**config.mk**
```make
export PLATFORM = sky130hd
export DESIGN_NAME = etm_div
export DESIGN_NICKNAME = d
export VERILOG_FILES = /design/src/rtl/etm_pkg.sv /design/src/rtl/etm_div.sv
export SDC_FILE = /design/constraint.sdc
export NUM_CORES = 2
export LEC_CHECK = 0
export BUFFER_PORTS_ARGS = -buffer_cell sky130_fd_sc_hd__buf_2
export CAP_MARGIN = 30
export CORE_ASPECT_RATIO = 1.75
export CORE_MARGIN = 2
export CORE_UTILIZATION = 31
export DETAILED_ROUTE_END_ITERATION = 7
export SETUP_SLACK_MARGIN = 0.2
export SYNTH_ARGS = -nofsm -noshare
export SYNTH_HDL_FRONTEND = slang
export SYNTH_SLANG_ARGS = --single-unit
```
**constraint.sdc**
```tcl
create_clock -name clk -period 9.2 [get_ports clk]
set_input_delay 1.38 -clock clk [delete_from_list [all_inputs] [get_ports clk]]
set_output_delay 1.38 -clock clk [all_outputs]
set_load 0.02 [all_outputs]
```
**src/rtl/etm_pkg.sv**
```systemverilog
// Shared types and constants for the Euler transform matrix block.
// Used by euler_transform_matrix and etm_div; depends on nothing else.
`default_nettype none
package etm_pkg;

  // Angle units: 1/256 degree
  localparam logic signed [18:0] TURN_UNITS   = 19'sd92160;
  localparam logic signed [18:0] HALF_TURN    = 19'sd46080;
  localparam logic signed [18:0] QUARTER_TURN = 19'sd23040;

  // pi/46080 in Q30 split as integer part plus remainder over 46080
  localparam logic [31:0] ZPI_INT   = 32'd73204;
  localparam logic [28:0] ZPI_FRAC  = 29'd19106;
  localparam logic [28:0] ZPI_HALF  = 29'd23040;
  // ceil(2^25 / 45), exact for the 19-bit operand range used here
  localparam logic [38:0] RECIP_45  = 39'd745655;

  localparam logic signed [31:0] GAIN_Q30  = 32'sd652032874;
  localparam logic signed [31:0] ENTRY_MAX = 32'sh7fffffff;
  localparam logic signed [31:0] ENTRY_MIN = 32'sh80000000;

  localparam int NUM_COLS = 7;
  localparam logic [2:0] ITEM_GAP = 3'(NUM_COLS - 1);

  localparam logic KIND_MODEL  = 1'b0;
  localparam logic KIND_NORMAL = 1'b1;

  typedef struct packed {
    logic neg;   // quotient sign
    logic zero;  // divisor is zero
    logic tpos;  // term > 0
    logic tneg;  // term < 0
  } etm_div_ctl_t;

  function automatic logic [31:0] atan_q30(input logic [4:0] i);
    logic [31:0] v;
    unique case (i)
      5'd0:  v = 32'h3243F6A8;
      5'd1:  v = 32'h1DAC6705;
      5'd2:  v = 32'h0FADBAFC;
      5'd3:  v = 32'h07F56EA6;
      5'd4:  v = 32'h03FEAB76;
      5'd5:  v = 32'h01FFD55B;
      5'd6:  v = 32'h00FFFAAA;
      5'd7:  v = 32'h007FFF55;
      5'd8:  v = 32'h003FFFEA;
      5'd9:  v = 32'h001FFFFD;
      5'd10: v = 32'h000FFFFF;
      5'd11: v = 32'h0007FFFF;
      5'd12: v = 32'h0003FFFF;
      5'd13: v = 32'h0001FFFF;
      5'd14: v = 32'h0000FFFF;
      5'd15: v = 32'h00007FFF;
      5'd16: v = 32'h00003FFF;
      5'd17: v = 32'h00001FFF;
      5'd18: v = 32'h00000FFF;
      5'd19: v = 32'h000007FF;
      5'd20: v = 32'h000003FF;
      5'd21: v = 32'h000001FF;
      5'd22: v = 32'h000000FF;
      5'd23: v = 32'h0000007F;
      default: v = 32'h0;
    endcase
    return v;
  endfunction

endpackage
`default_nettype wire

```
**src/rtl/etm_div.sv**
```systemverilog
// Pipelined rounding divider for one normal-matrix entry, one quotient bit
// per stage, then sign, saturation and zero-divisor handling. Uses etm_pkg.
`default_nettype none
module etm_div
  import etm_pkg::*;
#(
  parameter int NUM_W = 36,
  parameter int DEN_W = 24
) (
  input  wire               clk,
  input  wire  [NUM_W-1:0]  num,
  input  wire  [DEN_W-1:0]  den,
  input  wire etm_div_ctl_t ctl,
  output logic signed [31:0] quo
);

  logic [DEN_W-1:0] rem_r [NUM_W];
  logic [NUM_W-1:0] qd_r  [NUM_W];
  logic [DEN_W-1:0] den_r [NUM_W];
  etm_div_ctl_t     ctl_r [NUM_W];
  logic signed [31:0] quo_r;

  genvar k;
  generate
    for (k = 0; k < NUM_W; k++) begin : g_step
      logic [DEN_W-1:0] rem_p;
      logic [NUM_W-1:0] qd_p;
      logic [DEN_W-1:0] den_p;
      etm_div_ctl_t     ctl_p;
      logic [DEN_W:0]   sh_w, diff_w;
      logic             ge_w;
      logic [DEN_W-1:0] rem_nxt;
      logic [NUM_W-1:0] qd_nxt;

      if (k == 0) begin : g_first
        assign rem_p = '0;
        assign qd_p  = num;
        assign den_p = den;
        assign ctl_p = ctl;
      end else begin : g_rest
        assign rem_p = rem_r[k-1];
        assign qd_p  = qd_r[k-1];
        assign den_p = den_r[k-1];
        assign ctl_p = ctl_r[k-1];
      end

      always_comb begin
        sh_w    = {rem_p, qd_p[NUM_W-1]};
        diff_w  = sh_w - {1'b0, den_p};
        ge_w    = (sh_w >= {1'b0, den_p});
        rem_nxt = ge_w ? diff_w[DEN_W-1:0] : sh_w[DEN_W-1:0];
        qd_nxt  = {qd_p[NUM_W-2:0], ge_w};
      end

      always_ff @(posedge clk) begin
        rem_r[k] <= rem_nxt;
        qd_r[k]  <= qd_nxt;
        den_r[k] <= den_p;
        ctl_r[k] <= ctl_p;
      end
    end
  endgenerate

  logic [NUM_W-1:0]   q_w;
  logic               pos_ovf, neg_ovf;
  logic signed [31:0] quo_nxt;
  etm_div_ctl_t       cf;

  always_comb begin
    q_w     = qd_r[NUM_W-1];
    cf      = ctl_r[NUM_W-1];
    pos_ovf = |q_w[NUM_W-1:31];
    neg_ovf = (|q_w[NUM_W-1:32]) | (q_w[31] & (|q_w[30:0]));
    priority if (cf.zero) begin
      priority if (cf.tpos) quo_nxt = ENTRY_MAX;
      else if (cf.tneg)     quo_nxt = ENTRY_MIN;
      else                  quo_nxt = '0;
    end else if (cf.neg) begin
      quo_nxt = neg_ovf ? ENTRY_MIN : -$signed(q_w[31:0]);
    end else begin
      quo_nxt = pos_ovf ? ENTRY_MAX : $signed(q_w[31:0]);
    end
  end

  always_ff @(posedge clk) begin
    quo_r <= quo_nxt;
  end

  assign quo = quo_r;

endmodule
`default_nettype wire

```
Word level (Yosys, flattened, before mapping)
Memories as Yosys holds them, arrays and structs flattened. Cells that the tools add are included. W data, S select, Z words.

Bits in registers: 32. RAM bits: 3168. Bits of input ports: 65. Output and inout bits: 32. Word-level logic and storage cells: 125. Memories: 4.

$add $sub $neg: 37. Order comparisons: 36. Muxes and demuxes: 42. Bitwise logic cells: 2. Reduce and logical (&&, ||, !) cells: 3.

Memories: qd_r (depth 36, width 36, rd ports 36, clocked after memory_dff 0, wr ports 36, line etm_div.sv:18) `logic [NUM_W-1:0] qd_r [NUM_W];`; den_r (depth 36, width 24, rd ports 35, clocked after memory_dff 0, wr ports 36, line etm_div.sv:19) `logic [DEN_W-1:0] den_r [NUM_W];`; rem_r (depth 36, width 24, rd ports 35, clocked after memory_dff 0, wr ports 36, line etm_div.sv:17) `logic [DEN_W-1:0] rem_r [NUM_W];`; ctl_r (depth 36, width 4, rd ports 36, clocked after memory_dff 0, wr ports 36, line etm_div.sv:20) `etm_div_ctl_t ctl_r [NUM_W];`.

Operators by type and width (number): $ge A25 B24 Y1 (35); $mux W24 (36); $sub A24 B24 Y24 (35); $mux W32 (6); $neg A32 Y32 (1); $reduce_or A31 Y1 (1); $ge A1 B24 Y1 (1); $sub A1 B24 Y24 (1); $reduce_or A5 Y1 (1); $reduce_or A4 Y1 (1); $and A1 B1 Y1 (1); $or A1 B1 Y1 (1).

Longest topological paths before layout
An unclocked memory read counts as a cell.

Depth after elaboration: 7. Mapped depth: 14. Depth with buffers taken out: 12.

Least setup slack after synthesis
OpenSTA, ideal clock, no wires.

Kind: reg-to-reg. Start point: memory den_r[25][1]. End point: memory rem_r[26][16]. Setup time: 123 ps. Arrival: 3365 ps. Slack: 5712 ps. Stages on the path, launching flop included: 13. Buffers on the path: 1. Clock period less this slack: 3488 ps. Path through: dfxtp_1 -> inv_1 -> ha_1 -> nor2b_1 -> o31a_1 -> or3_1 -> a41oi_2 -> o21ai_1 -> a211o_1 -> a221o_1 -> a211oi_4 -> buf_6 -> mux2_1.

RTL lines (line): start, declared (etm_div.sv:19); end, declared (etm_div.sv:17).

==> impl_metrics.ini <==
[floorplan]
design.core.area_sq_mm = 0.3742
io_pins = 97
fp.dieArea_sq_mm = 0.3811
floorplan.initialDensity = 0.3115
die_height_um = 815.2
die_w_um = 467.5
num_rows = 297

[finish]
final.fill_count = 37360
num-nets-final = 12330
final_layout_size_suffix_gt1_frac = 0.1013
area_delta_synth_final_pct = 14.90
stdcell_count = 16600

[clock_network]
cts.clk_slew.worst_paths_ns = 0.06
level_count_of_the_clock_h_tree = 5
insertion_delay_ns = 0.90
postCtsSetupRepairBufs = 0
cts_tree = yes
cts_bufs_inserted = 313
post_cts_resized = 0
cts.sink_count = 3152
clock_path_buffers = 4
hold_buffers = 0
clock-root-buffer = sky130_fd_sc_hd__clkbuf_16

[run]
drv.max_cap_violation_count = 0

[setup_path]
crit_fanout = 21
startpoint_type = flop
r2r.worst_path.cells = 12
critical_path.endpoint_type = flop
cp.required_ns = 9.96
worst_ep_arrival_time_ns = 5.24
critical_path_type = flop to flop

[run_status]
status = finished clean

[sta]
final_max_slew_viol_count = 0
final.setup.tns_ns = 0
worst_clock_skew_ns = 0.08427
final-hold-violation-count = 0
timing.hold.ws_ns = 0.2432
max_clock_freq_mhz = 223.2
max-slew-margin-rel = 0.2496
final_period_minus_worst_setup_slack_ns = 4.481
worst_slew_pin_slew_ns = 1.111
final.period_utilization = 0.4871
setup_repair_after_global_routing_missed_its_margin = no
finalSetupViolations = 0

[global_routing]
grt_overflow_total = 0
grt_pass1_wl_um = 429300
grt_pass1_vias = 81400
overall_routing_resource_usage = 0.1445
number_of_antenna_violations_at_the_first_check_in_global_routing = 12
grt_max_degree = 52

[drt]
detail_route.vias_per_cell = 4.663
routed_wirelength_um = 284500
drt_iter0_drc = 2671
num_vias = 77410
remaining_drcs = 0
firstDrtPassIters = 8
post_drt_wl_per_cell_um = 17.14
route.antenna.remaining_nets = 0

[logic_synthesis]
synth.yosys.seq_area_share = 0.5413
syn_area_sq_mm = 0.1166
synth_commonest_cells = sky130_fd_sc_hd__dfxtp_1, sky130_fd_sc_hd__inv_1, sky130_fd_sc_hd__ha_1
synth_top_area_frac = 0.5413
synth_area_leader_cell = sky130_fd_sc_hd__dfxtp_1
synthesis.instances = 11100
yosys.cell_count.top_type = sky130_fd_sc_hd__dfxtp_1
syn-num-nets = 12040
ys_async_sr_fraction = 0
ys_top_cells_by_area = sky130_fd_sc_hd__dfxtp_1, sky130_fd_sc_hd__ha_1, sky130_fd_sc_hd__mux2_2
mean_instance_size_in_the_synthesized_netlist_sq_um = 10.50
synthDistinctLibCells = 88
yosysWarnings = 0
synth_enable_flop_cells = 0
ys_seq_elements = 3152
ys.flop_type = sky130_fd_sc_hd__dfxtp_1

[pwr]
ir_drop_mv = 0.1722
static-leakage-power_uw = 0.06048
power.total_uw = 43280
power-per-cell-area_mw_per_mm2 = 323.1

[place]
numPlacedInstances = 16000
hpwl_um = 223500
portBuffers = 96
routabilityCongestion = 0.9840

[worst_hold_path]
min_path_type = flop to flop
whs_path_depth = 0
==> placed cells by master, fill, tap and decap left out, drive strengths merged, types with 165 or more instances in the layout <==
cell type / n
a21o: 362
a21oi: 783
buf: 165
clkbuf: 438
dfxtp: 3152
ha: 843
inv: 1085
mux2: 448
nand2: 558
nor2: 630
o21ai: 537
xnor2: 431
xor2: 221
==> path summary, 6_finish.rpt <==
check / start / end / slack (ns)
worst max-delay path: den_r[15][1] / rem_r[16][3] / 4.72
worst min-delay path: ctl_r[2][11] / ctl_r[2][15] / 0.24
worst max register to register: den_r[15][1] / rem_r[16][3] / 4.72
worst min register to register: ctl_r[2][11] / ctl_r[2][15] / 0.24
==> worst max-delay path: stages (launching register included) <==
cell                       delay [ns]
sky130_fd_sc_hd__dfxtp_1         0.37
sky130_fd_sc_hd__inv_1           0.06
sky130_fd_sc_hd__ha_1            0.29
sky130_fd_sc_hd__nor2b_1         0.15
sky130_fd_sc_hd__o31ai_1         0.43
sky130_fd_sc_hd__a21oi_1         0.24
sky130_fd_sc_hd__o41ai_1         0.79
sky130_fd_sc_hd__o21ai_1         0.42
sky130_fd_sc_hd__a31oi_2         0.39
sky130_fd_sc_hd__nand2b_1        0.15
sky130_fd_sc_hd__a211oi_4        0.32
sky130_fd_sc_hd__buf_4           0.38
sky130_fd_sc_hd__mux2_2          0.38
==> power breakdown <==
part	total [uW]	switching (uW)	internal, uW
Sequential	16700	944	15700
Combinational	13400	7580	5820
Clock	13200	5450	7760
==> per-layer routing <==
layer | share of wire | wire length [um] | track usage
met1 | 0.26 | 73650 | 0.08940
met2 | 0.61 | 173500 | 0.3220
met5 | 0 | 0 | 0
met3 | 0.029 | 8391 | 0.02136
met4 | 0.10 | 28910 | 0.1324
==> stage by stage <==
step	cell area [sq um]	setup WS, ns	utilization
5_1_grt	133900	4.489	0.3579
2_1_floorplan	116600	5.712	-
3_3_place_gp	123100	4.587	0.3290
6_report	133900	4.719	0.3579
3_5_place_dp	123200	4.641	0.3292
4_1_cts	133800	4.634	0.3577
==> area by class of cell <==
| cell class | count | area, sq um | area share |
|---|---|---|---|
| flip-flops and latches | 3152 | 63100 | 0.4711 |
| multi-input cells | 6681 | 48880 | 0.3650 |
| clock buffers | 438 | 9133 | 0.06818 |
| well taps | 4933 | 6172 | 0.04608 |
| inverters | 1070 | 4016 | 0.02999 |
| clock inverters | 120 | 1528 | 0.01141 |
| repair buffers | 165 | 1007 | 0.007520 |
| diodes | 41 | 102.6 | 0.0007660 |
==> cell families (layout without fill, tap and decap cells) <==
| kind of cell | count (synthesis) | count (layout) | share of synthesized area |
|---|---|---|---|
| DFF | 3152 | 3152 | 0.5413 |
| other | 0 | 41 | 0 |
| buffers and inverters | 1267 | 1793 | 0.04114 |
| xor gates and xnor gates | 652 | 652 | 0.04899 |
| AOI/OAI and AO/OA | 2516 | 2516 | 0.1371 |
| adders and majority gates | 877 | 877 | 0.09632 |
| muxes | 504 | 504 | 0.04809 |
| and+or+nand+nor | 2132 | 2132 | 0.08707 |
==> registers in the layout (all words and copies together) (netlist names) <==
signal and count:
ctl_r 144, den_r 840, qd_r 1296, rem_r 840
quo 32
Note: power is estimated with default switching activity, not from simulation.
